===== src/lbs_pkg.sv =====
// shared constants, codes and record types of the led blink sequencer
`default_nettype none

package lbs_pkg;

	// block size
	localparam int NUM_LEDS      = 8;
	localparam int PATTERN_DEPTH = 16;

	// derived widths
	localparam int LED_W      = (NUM_LEDS > 1) ? $clog2(NUM_LEDS) : 1;
	localparam int PAT_AW     = (PATTERN_DEPTH > 1) ? $clog2(PATTERN_DEPTH) : 1;
	localparam int LEN_W      = $clog2(PATTERN_DEPTH + 1);
	localparam int PAT_TOTAL  = NUM_LEDS * PATTERN_DEPTH;
	localparam int PAT_ADDR_W = (PAT_TOTAL > 1) ? $clog2(PAT_TOTAL) : 1;

	// fixed field widths
	localparam int ACTION_W = 3;
	localparam int SEL_W    = 3;
	localparam int ENTRY_W  = 4;
	localparam int DUR_W    = 16;
	localparam int PLEN_W   = 8;
	localparam int CNT_W    = 8;
	localparam int TIME_W   = 32;
	localparam int OUT_LEDS = 8;
	localparam int IN_DATA_W  = 40;
	localparam int OUT_DATA_W = 16;

	// item actions
	typedef enum logic [ACTION_W-1:0] {
		ACT_TICK    = 3'd0,
		ACT_ON      = 3'd1,
		ACT_OFF     = 3'd2,
		ACT_TOGGLE  = 3'd3,
		ACT_ALL_ON  = 3'd4,
		ACT_ALL_OFF = 3'd5,
		ACT_LOAD    = 3'd6,
		ACT_START   = 3'd7
	} action_t;

	// per-led mode
	typedef enum logic [1:0] {
		MODE_OFF   = 2'd0,
		MODE_ON    = 2'd1,
		MODE_BLINK = 2'd2
	} mode_t;

	// per-led sequencing record kept in the record memory
	typedef struct packed {
		logic [LEN_W-1:0]  length;
		logic [PAT_AW-1:0] pos;
		logic              started;
		logic [CNT_W-1:0]  count;
		logic [CNT_W-1:0]  limit;
		logic [TIME_W-1:0] deadline;
	} rec_t;

endpackage

`default_nettype wire


===== src/lbs_rec_mem.sv =====
// per-led record memory, registered read, unwritten entries read as zero
`default_nettype none

module lbs_rec_mem (
	input  wire                           clk,
	input  wire                           arst_n,
	input  wire                           rd_en,
	input  wire  [lbs_pkg::LED_W-1:0]     rd_addr,
	output lbs_pkg::rec_t                 rd_data,
	input  wire                           wr_en,
	input  wire  [lbs_pkg::LED_W-1:0]     wr_addr,
	input  lbs_pkg::rec_t                 wr_data
);
	import lbs_pkg::*;

	rec_t               mem [NUM_LEDS];
	logic [NUM_LEDS-1:0] valid_q;
	rec_t               rd_data_q;
	logic               rd_valid_q;

	// storage array
	always_ff @(posedge clk) begin
		if (wr_en) begin
			mem[wr_addr] <= wr_data;
		end
	end

	// written flags, cleared by reset
	always_ff @(posedge clk or negedge arst_n) begin
		if (!arst_n) begin
			valid_q <= '0;
		end else if (wr_en) begin
			valid_q[wr_addr] <= 1'b1;
		end
	end

	// registered read port
	always_ff @(posedge clk) begin
		if (rd_en) begin
			rd_data_q  <= mem[rd_addr];
			rd_valid_q <= valid_q[rd_addr];
		end
	end

	assign rd_data = rd_valid_q ? rd_data_q : '0;

endmodule

`default_nettype wire


===== src/lbs_pat_mem.sv =====
// pattern duration memory, registered read, unwritten entries read as zero
`default_nettype none

module lbs_pat_mem (
	input  wire                              clk,
	input  wire                              arst_n,
	input  wire                              rd_en,
	input  wire  [lbs_pkg::PAT_ADDR_W-1:0]   rd_addr,
	output logic [lbs_pkg::DUR_W-1:0]        rd_data,
	input  wire                              wr_en,
	input  wire  [lbs_pkg::PAT_ADDR_W-1:0]   wr_addr,
	input  wire  [lbs_pkg::DUR_W-1:0]        wr_data
);
	import lbs_pkg::*;

	logic [DUR_W-1:0]     mem [PAT_TOTAL];
	logic [PAT_TOTAL-1:0] valid_q;
	logic [DUR_W-1:0]     rd_data_q;
	logic                 rd_valid_q;

	// storage array
	always_ff @(posedge clk) begin
		if (wr_en) begin
			mem[wr_addr] <= wr_data;
		end
	end

	// written flags, cleared by reset
	always_ff @(posedge clk or negedge arst_n) begin
		if (!arst_n) begin
			valid_q <= '0;
		end else if (wr_en) begin
			valid_q[wr_addr] <= 1'b1;
		end
	end

	// registered read port
	always_ff @(posedge clk) begin
		if (rd_en) begin
			rd_data_q  <= mem[rd_addr];
			rd_valid_q <= valid_q[rd_addr];
		end
	end

	assign rd_data = rd_valid_q ? rd_data_q : '0;

endmodule

`default_nettype wire


===== src/led_blink_sequencer.sv =====
// led blink sequencer: command handling, tick scan pipeline and result register
//
// Usage: each beat on the s_ channel is one command, its action in s_tuser and
// the operands in s_tdata. Every command yields exactly one beat on m_, carrying
// the pin levels and the blinking mask after the command took effect. The cfg_
// channel writes the active level; it is always ready. The user must write it
// only while no command is in flight; the block itself does not enforce this.
// A start command adds a record read, then a write back, before its result. A
// tick walks the LED records one per cycle through a three-stage
// read / pattern read / write-back pipeline, so the record memory read port
// sets the tick time.
// One command is worked on at a time; s_tready is high while the sequencer is
// idle, and a new command is taken while the previous result still waits in
// the output register. If that register is still full when the next result is
// ready, the sequencer holds the result and stays busy until m_tready.
// Reset clears time, modes, pin levels and the written flags of both
// memories at once; no clearing sweep is needed, and s_tready is high in the
// first cycle after reset.
`default_nettype none

module led_blink_sequencer (
	input  wire                                clk,
	input  wire                                arst_n,
	// command beats
	input  wire                                s_tvalid,
	output logic                               s_tready,
	// led_select, entry_index, duration, pattern_length, blink_limit, set_limit
	input  wire  [lbs_pkg::IN_DATA_W-1:0]      s_tdata,
	// action
	input  wire  [lbs_pkg::ACTION_W-1:0]       s_tuser,
	// result beats
	output logic                               m_tvalid,
	input  wire                                m_tready,
	// pin_levels, blinking_mask
	output logic [lbs_pkg::OUT_DATA_W-1:0]     m_tdata,
	// active level register
	input  wire                                cfg_valid,
	output logic                               cfg_ready,
	input  wire                                cfg_data
);
	import lbs_pkg::*;

	localparam int VEC_W = (NUM_LEDS > OUT_LEDS) ? NUM_LEDS : OUT_LEDS;

	typedef enum logic [5:0] {
		ST_IDLE  = 6'b000001,
		ST_EXEC  = 6'b000010,
		ST_START = 6'b000100,
		ST_SCAN  = 6'b001000,
		ST_DRAIN = 6'b010000,
		ST_DONE  = 6'b100000
	} state_t;

	state_t              state_q;
	logic                act_lvl_q;
	logic [TIME_W-1:0]   time_q;
	mode_t               mode_q [NUM_LEDS];
	mode_t               mode_d [NUM_LEDS];
	logic [NUM_LEDS-1:0] lvl_q;
	logic [NUM_LEDS-1:0] lvl_d;

	// latched command
	action_t             action_q;
	logic [SEL_W-1:0]    sel_q;
	logic [ENTRY_W-1:0]  entry_q;
	logic [DUR_W-1:0]    dur_q;
	logic [PLEN_W-1:0]   plen_q;
	logic [CNT_W-1:0]    limit_q;
	logic                set_limit_q;

	// scan pipeline
	logic [LED_W-1:0]    scan_q;
	logic                v_s1;
	logic [LED_W-1:0]    led_s1;
	logic                v_s2;
	logic [LED_W-1:0]    led_s2;
	rec_t                rec_s2;

	// memory ports
	logic                rec_rd_en;
	logic [LED_W-1:0]    rec_rd_addr;
	rec_t                rec_rd_data;
	logic                rec_wr_en;
	logic [LED_W-1:0]    rec_wr_addr;
	rec_t                rec_wr_data;
	logic                pat_rd_en;
	logic [PAT_ADDR_W-1:0] pat_rd_addr;
	logic [DUR_W-1:0]    pat_rd_data;
	logic                pat_wr_en;
	logic [PAT_ADDR_W-1:0] pat_wr_addr;

	// output register
	logic                out_valid_q;
	logic [OUT_DATA_W-1:0] out_data_q;

	// decoded command
	logic                in_fire;
	logic                led_ok;
	logic                entry_ok;
	logic [LED_W-1:0]    led_idx;
	logic [LEN_W-1:0]    len_clip;

	// step computation on the record in stage 1
	logic                adv_s1;
	logic [LEN_W-1:0]    len_eff;
	logic [LEN_W-1:0]    pos_inc;
	logic [PAT_AW-1:0]   pos_new;
	logic [CNT_W-1:0]    cnt_new;
	logic                lit_s1;
	logic                stop_s1;
	rec_t                rec_new;

	logic                done_fire;
	logic [VEC_W-1:0]    lvl_ext;
	logic [VEC_W-1:0]    blink_ext;
	logic [OUT_LEDS-1:0] mask_now;

	// pin level for a lit or dark led under the current active level
	function automatic logic drive_level(input logic lit, input logic act);
		drive_level = ~(lit ^ act);
	endfunction

	assign in_fire   = s_tvalid && s_tready;
	assign s_tready  = (state_q == ST_IDLE);
	assign cfg_ready = 1'b1;

	assign led_ok   = int'(sel_q) < NUM_LEDS;
	assign entry_ok = int'(entry_q) < PATTERN_DEPTH;
	assign led_idx  = LED_W'(sel_q);
	assign len_clip = (int'(plen_q) > PATTERN_DEPTH) ? LEN_W'(PATTERN_DEPTH) : LEN_W'(plen_q);

	// active level register
	always_ff @(posedge clk or negedge arst_n) begin
		if (!arst_n) begin
			act_lvl_q <= 1'b1;
		end else if (cfg_valid && cfg_ready) begin
			act_lvl_q <= cfg_data;
		end
	end

	// command latch
	always_ff @(posedge clk) begin
		if (in_fire) begin
			action_q    <= action_t'(s_tuser);
			sel_q       <= s_tdata[2:0];
			entry_q     <= s_tdata[6:3];
			dur_q       <= s_tdata[22:7];
			plen_q      <= s_tdata[30:23];
			limit_q     <= s_tdata[38:31];
			set_limit_q <= s_tdata[39];
		end
	end

	// millisecond counter
	always_ff @(posedge clk or negedge arst_n) begin
		if (!arst_n) begin
			time_q <= '0;
		end else if (in_fire && action_t'(s_tuser) == ACT_TICK) begin
			time_q <= time_q + 1'b1;
		end
	end

	// sequencer state
	always_ff @(posedge clk or negedge arst_n) begin
		if (!arst_n) begin
			state_q <= ST_IDLE;
			scan_q  <= '0;
		end else begin
			unique case (state_q)
				ST_IDLE: begin
					if (in_fire) begin
						state_q <= ST_EXEC;
					end
				end
				ST_EXEC: begin
					scan_q <= '0;
					if (action_q == ACT_TICK) begin
						state_q <= ST_SCAN;
					end else if (action_q == ACT_START && led_ok) begin
						state_q <= ST_START;
					end else begin
						state_q <= ST_DONE;
					end
				end
				ST_START: begin
					state_q <= ST_DONE;
				end
				ST_SCAN: begin
					scan_q <= scan_q + 1'b1;
					if (int'(scan_q) == NUM_LEDS - 1) begin
						state_q <= ST_DRAIN;
					end
				end
				ST_DRAIN: begin
					if (!v_s1 && !v_s2) begin
						state_q <= ST_DONE;
					end
				end
				ST_DONE: begin
					if (done_fire) begin
						state_q <= ST_IDLE;
					end
				end
				default: begin
					state_q <= ST_IDLE;
				end
			endcase
		end
	end

	// record memory read: start reads the addressed led, a tick walks all leds
	always_comb begin
		rec_rd_en   = 1'b0;
		rec_rd_addr = scan_q;
		if (state_q == ST_EXEC && action_q == ACT_START && led_ok) begin
			rec_rd_en   = 1'b1;
			rec_rd_addr = led_idx;
		end else if (state_q == ST_SCAN) begin
			rec_rd_en = 1'b1;
		end
	end

	// stage 1: decide the step of one led from its record
	always_comb begin
		len_eff = (rec_rd_data.length == '0) ? LEN_W'(1) : rec_rd_data.length;
		pos_inc = LEN_W'(rec_rd_data.pos) + 1'b1;
		if (!rec_rd_data.started || pos_inc >= len_eff) begin
			pos_new = '0;
		end else begin
			pos_new = PAT_AW'(pos_inc);
		end
		cnt_new = rec_rd_data.count + 1'b1;
		lit_s1  = ~pos_new[0];
		stop_s1 = !lit_s1 && rec_rd_data.limit != '0 && cnt_new >= rec_rd_data.limit;
		adv_s1  = v_s1 && mode_q[led_s1] == MODE_BLINK && time_q > rec_rd_data.deadline;

		rec_new          = rec_rd_data;
		rec_new.pos      = pos_new;
		rec_new.started  = 1'b1;
		rec_new.count    = cnt_new;
		if (stop_s1) begin
			rec_new.count  = '0;
			rec_new.limit  = '0;
			rec_new.length = '0;
		end
	end

	assign pat_rd_en   = adv_s1;
	assign pat_rd_addr = PAT_ADDR_W'(int'(led_s1) * PATTERN_DEPTH + int'(pos_new));

	// scan pipeline valid flags
	always_ff @(posedge clk or negedge arst_n) begin
		if (!arst_n) begin
			v_s1 <= 1'b0;
			v_s2 <= 1'b0;
		end else begin
			v_s1 <= (state_q == ST_SCAN);
			v_s2 <= adv_s1;
		end
	end

	// scan pipeline payload
	always_ff @(posedge clk) begin
		led_s1 <= scan_q;
		if (adv_s1) begin
			led_s2 <= led_s1;
			rec_s2 <= rec_new;
		end
	end

	// record write back: start rewrites the record, stage 2 stores a step
	always_comb begin
		rec_wr_en            = 1'b0;
		rec_wr_addr          = led_s2;
		rec_wr_data          = rec_s2;
		rec_wr_data.deadline = time_q + TIME_W'(pat_rd_data);
		if (state_q == ST_START) begin
			rec_wr_en            = 1'b1;
			rec_wr_addr          = led_idx;
			rec_wr_data          = rec_rd_data;
			rec_wr_data.length   = len_clip;
			rec_wr_data.pos      = '0;
			rec_wr_data.started  = 1'b0;
			rec_wr_data.deadline = '0;
			if (set_limit_q) begin
				rec_wr_data.limit = limit_q;
			end
		end else if (v_s2) begin
			rec_wr_en = 1'b1;
		end
	end

	// pattern table load
	assign pat_wr_en   = (state_q == ST_EXEC) && action_q == ACT_LOAD && led_ok && entry_ok;
	assign pat_wr_addr = PAT_ADDR_W'(int'(sel_q) * PATTERN_DEPTH + int'(entry_q));

	// next modes and pin levels
	always_comb begin
		mode_d = mode_q;
		lvl_d  = lvl_q;
		if (state_q == ST_EXEC) begin
			unique case (action_q)
				ACT_ON: begin
					if (led_ok) begin
						mode_d[led_idx] = MODE_ON;
						lvl_d[led_idx]  = drive_level(1'b1, act_lvl_q);
					end
				end
				ACT_OFF: begin
					if (led_ok) begin
						mode_d[led_idx] = MODE_OFF;
						lvl_d[led_idx]  = drive_level(1'b0, act_lvl_q);
					end
				end
				ACT_TOGGLE: begin
					if (led_ok) begin
						if (mode_q[led_idx] == MODE_ON) begin
							mode_d[led_idx] = MODE_OFF;
							lvl_d[led_idx]  = drive_level(1'b0, act_lvl_q);
						end else begin
							mode_d[led_idx] = MODE_ON;
							lvl_d[led_idx]  = drive_level(1'b1, act_lvl_q);
						end
					end
				end
				ACT_ALL_ON: begin
					for (int i = 0; i < NUM_LEDS; i++) begin
						mode_d[i] = MODE_ON;
						lvl_d[i]  = drive_level(1'b1, act_lvl_q);
					end
				end
				ACT_ALL_OFF: begin
					for (int i = 0; i < NUM_LEDS; i++) begin
						mode_d[i] = MODE_OFF;
						lvl_d[i]  = drive_level(1'b0, act_lvl_q);
					end
				end
				default: begin
				end
			endcase
		end
		if (state_q == ST_START) begin
			mode_d[led_idx] = MODE_BLINK;
		end
		if (adv_s1) begin
			lvl_d[led_s1] = drive_level(lit_s1, act_lvl_q);
			if (stop_s1) begin
				mode_d[led_s1] = MODE_OFF;
			end
		end
	end

	// mode and pin registers
	always_ff @(posedge clk or negedge arst_n) begin
		if (!arst_n) begin
			for (int i = 0; i < NUM_LEDS; i++) begin
				mode_q[i] <= MODE_OFF;
			end
			lvl_q <= '0;
		end else begin
			mode_q <= mode_d;
			lvl_q  <= lvl_d;
		end
	end

	// result assembly
	always_comb begin
		blink_ext = '0;
		for (int i = 0; i < NUM_LEDS; i++) begin
			blink_ext[i] = (mode_q[i] == MODE_BLINK);
		end
		lvl_ext  = VEC_W'(lvl_q);
		mask_now = blink_ext[OUT_LEDS-1:0];
	end

	assign done_fire = (state_q == ST_DONE) && (!out_valid_q || m_tready);

	// output register
	always_ff @(posedge clk or negedge arst_n) begin
		if (!arst_n) begin
			out_valid_q <= 1'b0;
		end else if (done_fire) begin
			out_valid_q <= 1'b1;
		end else if (m_tready) begin
			out_valid_q <= 1'b0;
		end
	end

	always_ff @(posedge clk) begin
		if (done_fire) begin
			out_data_q <= {mask_now, lvl_ext[OUT_LEDS-1:0]};
		end
	end

	assign m_tvalid = out_valid_q;
	assign m_tdata  = out_data_q;

	lbs_rec_mem u_rec_mem (
		.clk     (clk),
		.arst_n  (arst_n),
		.rd_en   (rec_rd_en),
		.rd_addr (rec_rd_addr),
		.rd_data (rec_rd_data),
		.wr_en   (rec_wr_en),
		.wr_addr (rec_wr_addr),
		.wr_data (rec_wr_data)
	);

	lbs_pat_mem u_pat_mem (
		.clk     (clk),
		.arst_n  (arst_n),
		.rd_en   (pat_rd_en),
		.rd_addr (pat_rd_addr),
		.rd_data (pat_rd_data),
		.wr_en   (pat_wr_en),
		.wr_addr (pat_wr_addr),
		.wr_data (dur_q)
	);

	// scan pipeline stages only run while a tick is being worked on
	a_pipe_in_tick: assert property (@(posedge clk) disable iff (!arst_n)
		(v_s1 || v_s2) |-> (state_q == ST_SCAN || state_q == ST_DRAIN))
		else $error("scan pipeline active outside a tick");

	// read and write back never meet on the same record
	a_no_rec_clash: assert property (@(posedge clk) disable iff (!arst_n)
		(rec_rd_en && rec_wr_en) |-> (rec_rd_addr != rec_wr_addr))
		else $error("record read and write to the same led");

	// a finished command lands in the output register
	a_result_out: assert property (@(posedge clk) disable iff (!arst_n)
		done_fire |=> (m_tvalid && state_q == ST_IDLE))
		else $error("result not presented after completion");

	// a tick advances time by exactly one
	a_tick_time: assert property (@(posedge clk) disable iff (!arst_n)
		(in_fire && s_tuser == ACT_TICK) |=> (time_q == $past(time_q) + 1'b1))
		else $error("tick did not advance time");

	// neither memory is written while the sequencer is idle
	a_idle_quiet: assert property (@(posedge clk) disable iff (!arst_n)
		(state_q == ST_IDLE) |-> (!rec_wr_en && !pat_wr_en))
		else $error("memory write while idle");

endmodule

`default_nettype wire


===== config.mk =====
export PLATFORM = sky130hd
export DESIGN_NAME = led_blink_sequencer
export DESIGN_NICKNAME = d
export VERILOG_FILES = /design/src/lbs_pkg.sv /design/src/lbs_rec_mem.sv /design/src/lbs_pat_mem.sv /design/src/led_blink_sequencer.sv
export SDC_FILE = /design/constraint.sdc
export NUM_CORES = 2
export LEC_CHECK = 0
export BUFFER_PORTS_ARGS = -buffer_cell sky130_fd_sc_hd__buf_2
export CAP_MARGIN = 25
export CORE_ASPECT_RATIO = 1.5
export CORE_MARGIN = 5
export CORE_UTILIZATION = 50
export CTS_BUF_LIST = sky130_fd_sc_hd__clkbuf_16
export CTS_CLUSTER_DIAMETER = 60
export CTS_CLUSTER_SIZE = 10
export DETAILED_ROUTE_END_ITERATION = 8
export PLACE_DENSITY = 0.71
export SLEW_MARGIN = 20
export SYNTH_ARGS = -nofsm -noshare
export SYNTH_HDL_FRONTEND = slang
export SYNTH_HIERARCHICAL = 1
export SYNTH_SLANG_ARGS = --single-unit

===== constraint.sdc =====
create_clock -name clk -period 12.03 [get_ports clk]
set_input_delay 0 -clock clk [delete_from_list [all_inputs] [get_ports clk]]
set_output_delay 0 -clock clk [all_outputs]
set_load 0.005 [all_outputs]

Word-level counts from Yosys, hierarchy flattened. Memories as Yosys holds them, arrays and structs flattened. A register that Yosys moved wholly into a read port is not among the register bits. Index checks and enable logic that the tools add are counted.

Bits in registers: 297. Memory bits (writable): 2512. Output and inout port bits: 19. Memories kept: 2.

Memory list: u_pat_mem.mem (words 128, width 16, read ports 1, clocked after Yosys merged registers in 1, write ports 1, line lbs_pat_mem.sv:16) `logic [DUR_W-1:0] mem [PAT_TOTAL];`; u_rec_mem.mem (words 8, width 58, read ports 1, clocked after Yosys merged registers in 1, write ports 1, line lbs_rec_mem.sv:16) `rec_t mem [NUM_LEDS];`.

Add/subtract/negate cells: 7. $lt $le $gt $ge: 18. Equal/unequal tests: 28. Multiplexer cells: 62. Bitwise operators: 18. Reductions and logical operators: 29.

Operator list (number): $or 128x128->128 (1); $mux 58 (2); $mux 16 (6); $pmux 16 s5 (1); $pmux 8 s5 (1); $mux 6 (6); $pmux 6 s6 (1); $add 32x1->32 const B (1); $add 32x16->32 (1); $and 16x16->16 (2); $gt 32x32->1 (1); $mux 8 (4); $not 16->16 (2); $bwmux 8 (3); $or 8x8->8 (3); $eq 2x2->1 const B (9); $and 8x8->8 (2); $logic_and 1x1->1 (16); $lt 3x4->1 const B (4); $lt 7x8->1 const B (2); $mux 1 (16); $not 8->8 (2); $add 7x4->7 (2); $bmux 2 s3 (2); other kinds (42) (72).

Longest topological paths before layout.
Depth after elaboration: 15. Depth in mapped cells: 19. Mapped depth without buffers: 13.

Modules after synthesis. The synthesis kept the hierarchy.

By module, submodules not included: lbs_pat_mem (times used 1, cells each 3433, area an instance 83975.5 um^2); lbs_rec_mem (times used 1, cells each 829, area an instance 19956.6 um^2); led_blink_sequencer (times used 1, cells each 1024, area an instance 9898.2 um^2).

Worst setup path after synthesis. No wires, ideal clock.

Kind: register -> register. From: register state_q[1]. To: register u_rec_mem.valid_q[0]. Library setup time: 0.102 ns. Data arrival time: 8.758 ns. Required time: 11.928 ns. Slack: 3.170 ns. Stages on the path, launching flop included: 12. Clock period less this slack: 8.860 ns. Path through: dfrtp_1 nor4_1 and3b_1 clkbuf_1 inv_1 clkbuf_1 clkbuf_1 nand2_1 o21ai_0 clkbuf_1 nor4b_1 or2_2.

Cells in the longest elaborated chain, start to end: 7.

RTL lines: start, declared (line led_blink_sequencer.sv:54) `state_t state_q;`; start signal, assigned (line led_blink_sequencer.sv:166) `state_q <= ST_IDLE;`; start signal, assigned (line led_blink_sequencer.sv:172) `state_q <= ST_EXEC;`; start signal, assigned (line led_blink_sequencer.sv:178) `state_q <= ST_SCAN;`; $eq 6x3->1 * (line led_blink_sequencer.sv:277) `if (state_q == ST_START) begin`; $mux 3 * (line led_blink_sequencer.sv:277); via rec_wr_addr[2] (line led_blink_sequencer.sv:84) `logic [LED_W-1:0] rec_wr_addr;`; $lt 3x4->1 (implied by the code) or $ge 3x1->1 (tied branches) (line lbs_rec_mem.sv:33) `valid_q[wr_addr] <= 1'b1;`; $logic_and 1x1->1 (implied by the code) (line lbs_rec_mem.sv:33); $mux 1 (implied by the code) (line lbs_rec_mem.sv:33); $demux 1 s3 *; $or 8x8->8 (no source line) *; end signal, assigned (line lbs_rec_mem.sv:31) `valid_q <= '0;`; end signal, assigned by index (line lbs_rec_mem.sv:33); end, declared (line lbs_rec_mem.sv:17) `logic [NUM_LEDS-1:0] valid_q;`.

Mark *: on every way through the listed nets, which the timed path passes. The rest lies on a longest branch. A chain may end at the register's enable or synchronous reset.

==> metrics.txt <==
dominant cells by area after synthesis edfxtp_1 (71%), mux4_2 (17%), dfrtp_1 (4.5%); syn avg cell area roughly 22 um2; Inst Count DP between 8000 and 9000; Worst IR Drop VDD 0.000118 V; Hold WC Path Type primary input to register; ys async rst share 7.11%; Core Area between 0.2 and 0.25 mm2; Seq/Total Area, Yosys 75.1%; FP Rows roughly 210; Routed WL between 200000 and 300000 um; antenna-violating nets left 0; Vias/cell a little over 6; layout cells sized above 1 roughly 29%; Pins Over Slew Limit 0; post-route setup slack 4.86 ns; H-tree level count 5; Worst setup SP type register; CTS tree done; final instance area between 0.1 and 0.15 mm2; Yosys top cell area share 70.6%; # IOs 68; Final Hold Vio Count 0; clk slew on worst S/H paths roughly 0.060 ns; final setup vio count 0; Critical Path RT 12.63 ns; CP Capture Type register; dpl hpwl around 150000 um; initial antenna violation count 12; worst hold stages 4; Netlist cell types just under 80; Die W 400 um; Initial Utilization roughly half; leak pwr between 40 and 50 nW; CTS Root Cell clkbuf_16; vias in the first global route 58300; Worst-Skew Late Latency 0.85 ns; worst slack at placement roughly 4.7 ns; CTS Buffer Depth 4; Routed wire per std cell between 30 and 40 um; fmax 0.139 GHz; NumNets Final between 5000 and 6000; Synth Flop Type edfxtp_1; Setup Fix Bufs, Post-CTS 0; clk sinks between 2000 and 3000; placed cell areas 0.119 mm2; YS warnings 6; status finished with violations; reg2reg path depth 15; global route overflow 0; minimum clock period 7.17 ns; DRC errors left 2; Worst slew margin roughly a quarter; RSZ-0062 raised after global routing no; Placer Congestion 0.860; pwr/cell area 176 mW/mm2; DR pass1 iterations 8; failing checks design-rule violations; EDFF count, synth about 2700; worst endpoint data arrival time around 7.8 ns; Starting DRT DRC Count roughly 6400; Total Routing Usage GR a little under a quarter; Mapped Cells between 5000 and 6000; synthesized flop and latch total around 2900; die height slightly below 600 um; fin crit share between 50% and 60%; first-pass GRT wire length approximately 400000 um; Max Cap Violations 0; Die Area 0.237 mm2; Worst Tran Pin Value ~1.1 ns; port bufs between 60 and 70; pin count of the biggest net entering global routing ~130; largest area contributor in the netlist edfxtp_1; Worst Path Max Fanout 132; post-synthesis instance area between 0.1 and 0.15 mm2; non-filler cells, final approximately 8900; syn nets 5402; setup TNS 0 ns; Vias ~55000; worst setup path class register to register; total CTS buffers ~330; Layout area overhead 13.4%; skew final 0.0528 ns; cts repair resizes 0
==> metrics by stage <==
step | power [mW] | utilization [%] | hold slack, ns
4_1_cts | 22.8 | 56.9 | 0.00457
2_1_floorplan | 13.3 | - | -0.296
3_5_place_dp | 14.1 | 52.4 | 0.00112
3_3_place_gp | 14.0 | 52.4 | -0.00111
5_1_grt | 23.4 | 57.0 | 0.0709
6_report | 22.7 | 57.0 | 0.0849
==> layout make-up <==
| type | count | area [um2] |
|---|---|---|
| Antenna cell | 13 | 32.5 |
| Clock buffer | 340 | 8510 |
| Clock inverter | 142 | 688 |
| Fill cell | 16200 | 97500 |
| Inverter | 75 | 282 |
| Multi-Input combinational cell | 2048 | 27000 |
| Sequential cell | 2883 | 85500 |
| Tap cell | 3024 | 3780 |
| Timing Repair Buffer | 392 | 3250 |
==> sequential cells by signal, indices dropped and copies added, names as in the netlist, 4 cells and up <==
signal and count:
dur_q 16, entry_q 4, limit_q 8, lvl_ext 8, m_tdata 16, mode_q 16
plen_q 8, rec_s2 25, state_q 6, time_q 32, u_pat_mem/mem 2048, u_pat_mem/rd_data_q 16
u_pat_mem/valid_q 128, u_rec_mem/mem 464, u_rec_mem/rd_data_q 58, u_rec_mem/valid_q 8
==> power by group <==
| part | internal [mW] | switching (mW) |
|---|---|---|
| combinational | 0.862 | 1.46 |
| clock | 5.06 | 3.67 |
| sequential | 11.5 | 0.115 |
| total | 17.4 | 5.25 |
==> critical path, stage by stage (launching register included) <==
cell	delay, ns
edfxtp_1	0.61
buf_4	0.37
and2_1	0.24
o41ai_1	0.45
ha_1	0.33
nand2b_1	0.16
a21o_1	0.17
a21o_1	0.21
a31oi_1	0.28
and2_4	0.73
buf_12	0.45
buf_12	0.60
mux4_2	0.43
mux4_2	0.53
mux4_2	0.67
mux2_2	0.33
==> timing repair <==
item / CTS / global route
endpoints found under the hold margin: 217 / 0
endpoints found under the setup margin: 0 / 0
hold buffers: 98 / 0
==> path summary, 6_finish.rpt <==
check	startpoint	to	slack (ns)
max	u_rec_mem/rd_valid_q$_DFFE_PP_	u_pat_mem/rd_data_q[14]$_DFFE_PP_	4.86
min	s_tvalid	state_q[1]$_DFFE_PN0P_	0.08
max reg2reg	u_rec_mem/rd_valid_q$_DFFE_PP_	u_pat_mem/rd_data_q[14]$_DFFE_PP_	4.86
min reg2reg	lvl_ext[1]$_DFF_PN0_	m_tdata[1]$_DFFE_PP_	0.44
max in group asynchronous	arst_n	u_pat_mem/valid_q[99]$_DFFE_PN0P_	10.12
min in group asynchronous	arst_n	act_lvl_q$_DFFE_PN1P_	0.30
==> cell usage after synthesis (51+ instances only) <==
cell	n
o21bai_1	68
inv_1	75
a21oi_1	51
nor2_1	195
or2_2	67
and2_1	90
dfrtp_1	203
buf_2	61
mux2_2	79
mux4_2	836
ha_1	66
nand2_1	139
clkbuf_1	166
edfxtp_1	2675
==> metal layers <==
layer	vias up	global-route usage [%]	wire (um)
li1	22700	-	-
met1	29500	29.1	97400
met2	2688	40.0	142000
met3	554	3.47	20500
met4	4	8.74	11800
met5	-	0	21
==> placed cells by master (no fill, tap or decap), drive strengths merged, types with 9 or more instances in the layout <==
cell type       n
a21o           13
a21oi          51
a31oi          16
and2           90
and3           18
buf           295
clkbuf        340
dfrtp         203
diode          13
dlygate4sd3    97
edfxtp       2675
ha             66
inv           209
mux2           79
mux2i          24
mux4          836
nand2         140
nand2b         21
nand3          45
nand4          21
nor2          195
nor2b          19
nor3           18
nor3b          10
nor4           13
o21a           12
o21ai          50
o21bai         68
o22ai           9
or2            68
or3            14
xnor2          32
xor2           19
==> cell families after synthesis <==
family | Yosys count | synth area share [%]
mux | 939 | 17.5
other cells | 1 | 0.00329
fa+ha+maj | 67 | 0.743
xor+xnor | 51 | 0.392
flops | 2883 | 75.1
simple gates | 711 | 3.22
compound gates | 279 | 1.65
buf+inv | 355 | 1.33
No activity file was read; power rests on OpenSTA's default activity.
